--- src/design/atss_pkg.sv ---
package atss_pkg;

  // Fixed field widths
  localparam int unsigned ARG_W   = 16;
  localparam int unsigned MAG_W   = 16;
  localparam int unsigned SUM_W   = 32;
  localparam int unsigned TERMS_W = 9;
  localparam int unsigned TOL_W   = 25;
  localparam int unsigned PWR_W   = 25;   // Q24 power magnitude, <= 2^24
  localparam int unsigned SQ_W    = 31;   // Q30 x^2, <= 2^30
  localparam int unsigned PROD_W  = PWR_W + SQ_W;
  localparam int unsigned RND_SH  = 30;

  localparam logic [TOL_W-1:0] TOL_RESET = TOL_W'(17);
  localparam int unsigned MAX_TERMS_DEF = 256;

  // Microprogram step addresses
  localparam int unsigned STEP_W = 3;
  typedef logic [STEP_W-1:0] step_t;

  localparam step_t S_IDLE   = 3'd0;
  localparam step_t S_SQ     = 3'd1;
  localparam step_t S_DIVLD  = 3'd2;
  localparam step_t S_DIVRUN = 3'd3;
  localparam step_t S_ACC    = 3'd4;
  localparam step_t S_MUL    = 3'd5;
  localparam step_t S_RND    = 3'd6;
  localparam step_t S_DONE   = 3'd7;

  typedef enum logic [2:0] {
    OP_LOAD,    // capture argument magnitude and sign
    OP_SQ,      // x^2, first power, clear sum and index
    OP_DIVLD,   // load divider with power / (2k+1)
    OP_DIVRUN,  // one quotient bit
    OP_ACC,     // add term, record count and flag
    OP_MUL,     // power * x^2
    OP_RND,     // round to Q24, next index
    OP_DONE     // drive result word
  } op_e;

  typedef enum logic [2:0] {
    C_NEXT,
    C_ALWAYS,
    C_NO_START,
    C_DIV_BUSY,
    C_STOP
  } cond_e;

  typedef struct packed {
    op_e   op;
    cond_e cond;
    step_t target;
  } uword_t;

  typedef struct packed {
    op_e op;
  } ctrl_t;

  typedef struct packed {
    logic div_last;  // divider produces its final bit this cycle
    logic stop;      // term below tolerance or term limit reached
  } stat_t;

  function automatic uword_t ucode(input step_t step);
    uword_t w;
    unique case (step)
      S_IDLE:   w = '{op: OP_LOAD,   cond: C_NO_START, target: S_IDLE};
      S_SQ:     w = '{op: OP_SQ,     cond: C_NEXT,     target: S_IDLE};
      S_DIVLD:  w = '{op: OP_DIVLD,  cond: C_NEXT,     target: S_IDLE};
      S_DIVRUN: w = '{op: OP_DIVRUN, cond: C_DIV_BUSY, target: S_DIVRUN};
      S_ACC:    w = '{op: OP_ACC,    cond: C_STOP,     target: S_DONE};
      S_MUL:    w = '{op: OP_MUL,    cond: C_NEXT,     target: S_IDLE};
      S_RND:    w = '{op: OP_RND,    cond: C_ALWAYS,   target: S_DIVLD};
      S_DONE:   w = '{op: OP_DONE,   cond: C_ALWAYS,   target: S_IDLE};
      default:  w = '{op: OP_LOAD,   cond: C_ALWAYS,   target: S_IDLE};
    endcase
    return w;
  endfunction

endpackage

--- src/design/arctanh_series_sum_top.sv ---
// arctanh Maclaurin series: sum of x^(2k+1)/(2k+1) for a Q1.15 argument, Q8.24 result.
// Command word: argument_i is taken at a rising edge with start high and busy low.
// Result word: series_sum_o, terms_used_o and not_converged_o are valid for the one
//   cycle in which done_o is high; the receiver cannot hold them off.
// Tolerance: cfg_we_i / cfg_wdata_i write the stop threshold (Q24, reset value 17);
//   write it only while busy is low and no result is pending.
// Steps: each term loads the divider, runs the one-bit-per-cycle divider
//   by 2k+1 to its last quotient bit, accumulates, then multiplies by x^2
//   and rounds; the last term stops after accumulating. A word runs N
//   terms, with N from 1 to MAX_TERMS.
// busy drops in the cycle done_o is high, so a new command can be accepted
//   while the previous result is on the ports.
// Reset (rst_ni low, asynchronous) returns the step counter to idle, drops
//   done_o and restores the tolerance to 17; any word in flight is lost.
// Control: a short microprogram steps through the datapath, with a step
//   counter and conditional jumps on start, divider-done and the stop test.
module arctanh_series_sum_top #(
  parameter int unsigned MAX_TERMS = atss_pkg::MAX_TERMS_DEF
) (
  input  logic                              clk_i,
  input  logic                              rst_ni,
  input  logic                              start,
  output logic                              busy,
  input  logic signed [atss_pkg::ARG_W-1:0] argument_i,
  input  logic                              cfg_we_i,
  input  logic [atss_pkg::TOL_W-1:0]        cfg_wdata_i,
  output logic                              done_o,
  output logic signed [atss_pkg::SUM_W-1:0] series_sum_o,
  output logic [atss_pkg::TERMS_W-1:0]      terms_used_o,
  output logic                              not_converged_o
);

  atss_pkg::ctrl_t ctrl;
  atss_pkg::stat_t stat;

  // sequencer: step counter + control store
  atss_seq u_seq (
    .clk_i  (clk_i),
    .rst_ni (rst_ni),
    .start  (start),
    .stat_i (stat),
    .ctrl_o (ctrl),
    .busy   (busy)
  );

  // datapath: magnitude/sign, power, divider, sum, result register
  atss_dp #(
    .MaxTerms (MAX_TERMS)
  ) u_dp (
    .clk_i           (clk_i),
    .rst_ni          (rst_ni),
    .ctrl_i          (ctrl),
    .stat_o          (stat),
    .argument_i      (argument_i),
    .cfg_we_i        (cfg_we_i),
    .cfg_wdata_i     (cfg_wdata_i),
    .series_sum_o    (series_sum_o),
    .terms_used_o    (terms_used_o),
    .not_converged_o (not_converged_o),
    .done_o          (done_o)
  );

endmodule

--- src/design/atss_div.sv ---
// Restoring divider, one quotient bit per cycle while run_i is high.
module atss_div #(
  parameter int unsigned DvdW = atss_pkg::PWR_W,
  parameter int unsigned DsrW = 9
) (
  input  logic            clk_i,
  input  logic            rst_ni,
  input  logic            ld_i,
  input  logic            run_i,
  input  logic [DvdW-1:0] dividend_i,
  input  logic [DsrW-1:0] divisor_i,
  output logic [DvdW-1:0] quotient_o,
  output logic            last_o
);

  localparam int unsigned CntW = (DvdW > 1) ? $clog2(DvdW) : 1;

  logic [DsrW-1:0] rem_q, rem_d;
  logic [DvdW-1:0] quo_q, quo_d;
  logic [DsrW-1:0] dsr_q;
  logic [CntW-1:0] cnt_q, cnt_d;
  logic [DsrW:0]   shifted, diff;
  logic            ge;

  assign shifted = {rem_q, quo_q[DvdW-1]};
  assign diff    = shifted - {1'b0, dsr_q};
  assign ge      = ~diff[DsrW];

  always_comb begin
    rem_d = rem_q;
    quo_d = quo_q;
    cnt_d = cnt_q;
    if (ld_i) begin
      rem_d = '0;
      quo_d = dividend_i;
      cnt_d = '0;
    end else if (run_i) begin
      rem_d = ge ? diff[DsrW-1:0] : shifted[DsrW-1:0];
      quo_d = {quo_q[DvdW-2:0], ge};
      cnt_d = cnt_q + CntW'(1);
    end
  end

  always_ff @(posedge clk_i or negedge rst_ni) begin
    if (!rst_ni) begin
      cnt_q <= '0;
    end else begin
      cnt_q <= cnt_d;
    end
  end

  always_ff @(posedge clk_i) begin
    rem_q <= rem_d;
    quo_q <= quo_d;
    if (ld_i) begin
      dsr_q <= divisor_i;
    end
  end

  assign quotient_o = quo_q;
  assign last_o     = (cnt_q == CntW'(DvdW - 1));

endmodule

--- src/design/atss_seq.sv ---
// Step counter and control store.
module atss_seq (
  input  logic            clk_i,
  input  logic            rst_ni,
  input  logic            start,
  input  atss_pkg::stat_t stat_i,
  output atss_pkg::ctrl_t ctrl_o,
  output logic            busy
);

  atss_pkg::step_t  step_q, step_d;
  atss_pkg::uword_t uw;
  logic             take;

  assign uw = atss_pkg::ucode(step_q);

  always_comb begin
    unique case (uw.cond)
      atss_pkg::C_NEXT:     take = 1'b0;
      atss_pkg::C_ALWAYS:   take = 1'b1;
      atss_pkg::C_NO_START: take = ~start;
      atss_pkg::C_DIV_BUSY: take = ~stat_i.div_last;
      atss_pkg::C_STOP:     take = stat_i.stop;
      default:              take = 1'b0;
    endcase
    step_d = take ? uw.target : step_q + atss_pkg::STEP_W'(1);
  end

  always_ff @(posedge clk_i or negedge rst_ni) begin
    if (!rst_ni) begin
      step_q <= atss_pkg::S_IDLE;
    end else begin
      step_q <= step_d;
    end
  end

  assign ctrl_o.op = uw.op;
  assign busy      = (step_q != atss_pkg::S_IDLE);

endmodule

--- src/design/atss_dp.sv ---
// Series datapath: power, x^2, sum, term index, tolerance, result word.
module atss_dp #(
  parameter int unsigned MaxTerms = atss_pkg::MAX_TERMS_DEF
) (
  input  logic                              clk_i,
  input  logic                              rst_ni,
  input  atss_pkg::ctrl_t                   ctrl_i,
  output atss_pkg::stat_t                   stat_o,
  input  logic signed [atss_pkg::ARG_W-1:0] argument_i,
  input  logic                              cfg_we_i,
  input  logic [atss_pkg::TOL_W-1:0]        cfg_wdata_i,
  output logic signed [atss_pkg::SUM_W-1:0] series_sum_o,
  output logic [atss_pkg::TERMS_W-1:0]      terms_used_o,
  output logic                              not_converged_o,
  output logic                              done_o
);

  localparam int unsigned KW     = (MaxTerms > 1) ? $clog2(MaxTerms) : 1;
  localparam int unsigned CW     = $clog2(MaxTerms + 1);
  localparam int unsigned DsrW   = KW + 1;
  localparam int unsigned MAG_W  = atss_pkg::MAG_W;
  localparam int unsigned PWR_W  = atss_pkg::PWR_W;
  localparam int unsigned SQ_W   = atss_pkg::SQ_W;
  localparam int unsigned PROD_W = atss_pkg::PROD_W;
  localparam int unsigned SUM_W  = atss_pkg::SUM_W;
  localparam int unsigned TW     = atss_pkg::TERMS_W;
  localparam logic [PROD_W-1:0] RND_HALF = PROD_W'(1) << (atss_pkg::RND_SH - 1);

  logic [atss_pkg::TOL_W-1:0] tol_q;
  logic [MAG_W-1:0]   mag_q;
  logic               neg_q;
  logic [SQ_W-1:0]    sq_q;
  logic [PWR_W-1:0]   pwr_q;
  logic [PROD_W-1:0]  prod_q;
  logic [SUM_W-2:0]   sum_q;
  logic [KW-1:0]      k_q;
  logic [CW-1:0]      cnt_q;
  logic               flag_q;
  logic [SUM_W-1:0]   res_q;
  logic [TW-1:0]      terms_q;
  logic               nc_q;
  logic               done_q;

  logic [2*MAG_W-1:0] sq_full;
  logic [PROD_W-1:0]  prod_full, rnd;
  logic [SUM_W-1:0]   sum_ext;
  logic [PWR_W-1:0]   term;
  logic               term_small, last_term;
  logic [CW+TW-1:0]   cnt_ext;
  logic               div_last;

  atss_div #(
    .DvdW (PWR_W),
    .DsrW (DsrW)
  ) u_div (
    .clk_i      (clk_i),
    .rst_ni     (rst_ni),
    .ld_i       (ctrl_i.op == atss_pkg::OP_DIVLD),
    .run_i      (ctrl_i.op == atss_pkg::OP_DIVRUN),
    .dividend_i (pwr_q),
    .divisor_i  ({k_q, 1'b1}),
    .quotient_o (term),
    .last_o     (div_last)
  );

  assign sq_full    = mag_q * mag_q;
  assign prod_full  = pwr_q * sq_q;
  assign rnd        = prod_q + RND_HALF;
  assign sum_ext    = {1'b0, sum_q} + SUM_W'(term);
  assign term_small = (term < tol_q);
  assign last_term  = (k_q == KW'(MaxTerms - 1));
  assign stat_o     = '{div_last: div_last, stop: term_small | last_term};
  assign cnt_ext    = {{TW{1'b0}}, cnt_q};

  always_ff @(posedge clk_i or negedge rst_ni) begin
    if (!rst_ni) begin
      tol_q  <= atss_pkg::TOL_RESET;
      done_q <= 1'b0;
    end else begin
      if (cfg_we_i) begin
        tol_q <= cfg_wdata_i;
      end
      done_q <= (ctrl_i.op == atss_pkg::OP_DONE);
    end
  end

  always_ff @(posedge clk_i) begin
    unique case (ctrl_i.op)
      atss_pkg::OP_LOAD: begin
        neg_q <= argument_i[atss_pkg::ARG_W-1];
        mag_q <= argument_i[atss_pkg::ARG_W-1] ? (MAG_W'(0) - MAG_W'(argument_i))
                                                : MAG_W'(argument_i);
      end
      atss_pkg::OP_SQ: begin
        sq_q  <= sq_full[SQ_W-1:0];
        pwr_q <= {mag_q, 9'b0};
        sum_q <= '0;
        k_q   <= '0;
      end
      atss_pkg::OP_ACC: begin
        // saturate the magnitude at 2^31 - 1
        sum_q  <= sum_ext[SUM_W-1] ? {(SUM_W-1){1'b1}} : sum_ext[SUM_W-2:0];
        cnt_q  <= CW'(k_q) + CW'(1);
        flag_q <= ~term_small;
      end
      atss_pkg::OP_MUL: begin
        prod_q <= prod_full;
      end
      atss_pkg::OP_RND: begin
        pwr_q <= rnd[atss_pkg::RND_SH +: PWR_W];
        k_q   <= k_q + KW'(1);
      end
      atss_pkg::OP_DONE: begin
        res_q   <= neg_q ? (SUM_W'(0) - {1'b0, sum_q}) : {1'b0, sum_q};
        terms_q <= cnt_ext[TW-1:0];
        nc_q    <= flag_q;
      end
      default: begin
      end
    endcase
  end

  assign series_sum_o    = res_q;
  assign terms_used_o    = terms_q;
  assign not_converged_o = nc_q;
  assign done_o          = done_q;

endmodule

--- config.mk ---
export PLATFORM = sky130hd
export DESIGN_NAME = arctanh_series_sum_top
export DESIGN_NICKNAME = d
export VERILOG_FILES = /design/src/design/atss_pkg.sv /design/src/design/arctanh_series_sum_top.sv /design/src/design/atss_div.sv /design/src/design/atss_seq.sv /design/src/design/atss_dp.sv
export SDC_FILE = /design/constraint.sdc
export NUM_CORES = 2
export LEC_CHECK = 0
export BUFFER_PORTS_ARGS = -buffer_cell sky130_fd_sc_hd__buf_2
export CAP_MARGIN = 20
export CORE_MARGIN = 2
export CORE_UTILIZATION = 32
export DETAILED_ROUTE_END_ITERATION = 16
export SYNTH_ARGS = -nofsm -noshare
export SYNTH_HDL_FRONTEND = slang
export SYNTH_SLANG_ARGS = --single-unit
--- constraint.sdc ---
create_clock -name clk_i -period 10.8 [get_ports clk_i]
set_input_delay 2.16 -clock clk_i [delete_from_list [all_inputs] [get_ports clk_i]]
set_output_delay 2.16 -clock clk_i [all_outputs]
set_load 0.1 [all_outputs]
==> summary.md <==
| Metric | Value |
|---|---|
| Outcome | completed |
| Routed Antenna Nets | 0 |
| Die Height | 373.6 µm |
| Final Skew | 0.04344 ns |
| Sink Count | 265 |
| Final Cycle Share | 0.7934 |
| FP Rows | 135 |
| Top_reg_cell synth | edfxtp_1 |
| Routed vias | 30890 |
| RSZ-0062 raised after global routing | no |
| Hold Vio Cnt, Final | 0 |
| CP endpoint kind | flop |
| Crit path cell chain | and2_1 -> fa_1 -> fa_1 -> inv_1 -> fa_1 -> fa_1 -> inv_1 -> fa_1 -> fa_1 -> inv_1 -> fa_1 -> inv_1 -> ha_1 -> nand2_1 -> o21ai_0 -> o21ai_0 -> a31o_2 -> a2111oi_1 -> nor2_1 -> o31a_1 -> o221ai_1 -> xnor2_1 |
| DRT iter0 DRCs | 2281 |
| Syn. warnings | 0 |
| Hold-fix buffers, CTS | 0 |
| Layout cell share with drive strength beyond 1 | 0.05137 |
| Die ar. | 139600 µm² |
| Wire length per cell | 18.72 µm |
| H-Tree Depth | 1 |
| CP max stage delay | 1.09 ns |
| Number of detailed-route iterations in the first pass | 6 |
| F_max | 116.7 MHz |
| Worst-path clk slew | 0.06 ns |
| Area grow syn2layout | 8.239% |
| Worst Path Arrival | 8.91 ns |
| Post_cts resized | 0 |
| Antenna violations before repair | 7 |
| Gpl congestion | 0.8925 |
| Maxcap violations | 0 |
| Mapped Area | 43710 µm² |
| Largest net degree at the start of global routing | 50 |
| Dpl hpwl | 88130 µm |
| Number of I/O pins | 89 |
| Synth unique cells | 63 |
| Slowest cell on crit path | edfxtp_1 |
| WP data required | 11.14 ns |
| Worst-path fanout max | 14 |
| Syn avg cell area | 9.616 µm² |
| Crit path max-delay family | adder cells |
| Seq cells post-synth | 265 |
| # fillers | 13780 |
| Area of the core | 135500 µm² |
| Routed WL | 119000 µm |
| Vias per Instance | 4.859 |
| Bufs and invs on worst path | 4 |
| EDFF count, synth | 222 |
| Period minus WS final | 8.568 ns |
| DRC viols | 0 |
| CTS Buffer Depth | 3 |
| Startpoint Class | flop |
| Setup repair bufs after CTS | 0 |
| Starting density of the core | 0.3226 |
| Nets | 5767 |
| Vias in the first global route | 32830 |
| Max-slew violation count | 0 |
| Die span in x | 373.6 µm |
| Async SR Flop Fraction | 0.1283 |
| Gr usage total | 0.1731 |
| CTS tree | done |
| CP Class | flop to flop |
| First-pass GRT wire length | 189700 µm |
| Root buffer cell | clkbuf_16 |
| Total CTS buffers | 29 |
| Port bufs | 88 |
| HP Class | flop to flop |
| Worst-Margin Slew | 1.217 ns |
| TNS Setup | 0 ns |
| Clk Latency, worst-skew pair | 0.63 ns |
| Rel. slew slack | 0.1885 |
| Sequential element share of the synthesized area | 0.1762 |
| Most frequent cells in the layout | inv_1, fa_1, nand2_1 |
| Syn Inst Count | 4545 |
| # setup viols final | 0 |
| Most frequent CP cell | fa_1 |
| Commonest non-fill, non-tap cell in the layout | inv_1 |
| Grt ovf | 0 |
flip-flops by register name (all words and copies together) (netlist names), 9 cells and up:
register and flops:
u_dp.cnt_q 9, u_dp.pwr_q 25, u_dp.sq_q 30, u_dp.prod_q 26
u_dp.u_div.quotient_o 25, u_dp.series_sum_o 32, u_dp.terms_used_o 9, u_dp.mag_q 16
u_dp.tol_q 25, u_dp.u_div.rem_q 9, u_dp.sum_q 31
worst register-to-register path: stages, from the launching register on:
cell	delay, ns
edfxtp_1	1.09
and2_1	0.30
fa_1	0.45
fa_1	0.54
inv_1	0.06
fa_1	0.51
fa_1	0.53
inv_1	0.06
fa_1	0.45
fa_1	0.53
inv_1	0.05
fa_1	0.48
inv_1	0.04
ha_1	0.42
nand2_1	0.11
o21ai_0	0.39
o21ai_0	0.18
a31o_2	0.28
a2111oi_1	0.85
nor2_1	0.31
o31a_1	0.40
o221ai_1	0.19
xnor2_1	0.11
cell type report:
type	instances	area, µm²	share of cell area
Timing Repair Buffer	165	1071	0.02264
Antenna cell	2	5.005	0.0001058
Multi-Input combinational cell	3110	31620	0.6684
Inverter	983	3690	0.07800
Clock inverter	17	214.0	0.004523
Tap cell	1781	2228	0.04711
Clock buffer	35	778.2	0.01645
Sequential cell	265	7700	0.1628
logic make-up (layout without fill, tap and decap cells):
family / Yosys count / in the layout / share of synthesized area
flip-flops: 265 / 265 / 0.1762
AND/OR/NAND/NOR: 1318 / 1318 / 0.1498
adder cells (fa/ha/maj): 1168 / 1168 / 0.4744
multiplexers: 12 / 12 / 0.002806
other: 2 / 12 / 0.0001718
XOR/XNOR: 170 / 170 / 0.03407
buffers and inverters: 1178 / 1200 / 0.1012
AO/OA/AOI/OAI: 432 / 432 / 0.06144
per-stage QoR:
step | instances | cell area [µm²] | setup slack [ns] | utilization | hold slack (ns)
global placement | 6301 | 46230 | 2.314 | 0.3413 | 0.4073
floorplan | 4553 | 43740 | 4.028 | - | 0.4003
global route | 6356 | 47300 | 1.907 | 0.3492 | 0.4163
detailed placement | 6302 | 46260 | 2.401 | 0.3415 | 0.4081
CTS | 6354 | 47250 | 2.391 | 0.3488 | 0.4117
finish | 6358 | 47310 | 2.232 | 0.3492 | 0.4109
cells in the mapped netlist, drive strengths merged, types with 8 or more instances:
master  number  area, µm²
edfxtp     222       6666
o21a        14      105.1
o21bai      11      82.58
nand4       22      137.6
xnor2      110      963.4
xor2        60      525.5
dfrtp       32      800.8
fa         815      16320
nor2b       17      106.4
or3         14      87.58
and2       468       2928
nand2      590       2215
dfxtp        9      180.2
o41ai       10      87.58
a211oi      10      75.07
a21oi      128      640.6
o21ai      117      585.6
nand3       36      180.2
nor4         8      50.05
inv        983       3690
nor2        81      304.0
a31oi       18      112.6
nor3        17      85.08
ha         353       4417
nand2b      16      100.1
mux2i       10      100.1
o31ai       16      133.9
and3        23      143.9
clkbuf     188      705.7
a21o        64      480.5
routing by layer:
| metal | track usage | vias to the layer above | wire, µm |
|---|---|---|---|
| met5 | 0 | - | 8 |
| met2 | 0.2876 | 1007 | 56170 |
| li1 | - | 13880 | - |
| met1 | 0.2353 | 15830 | 51110 |
| met3 | 0.02941 | 183 | 8695 |
| met4 | 0.03980 | 2 | 3019 |
final timing paths:
kind	end	slack, ns	cells after the start	startpoint
setup / recovery	u_dp.prod_q[54]	2.23	22	u_dp.sq_q[24]
hold / removal	u_dp.terms_used_o[1]	0.41	0	u_dp.cnt_q[1]
setup reg to reg	u_dp.prod_q[54]	2.23	22	u_dp.sq_q[24]
hold reg to reg	u_dp.terms_used_o[1]	0.41	0	u_dp.cnt_q[1]
max in group asynchronous	u_dp.done_o	8.55	1	rst_ni
min in group asynchronous	u_dp.tol_q[2]	1.63	1	rst_ni
Power is left out: the tool's default activity adds up to more than one toggle a clock period on the data nets, which glitch-free logic cannot reach.
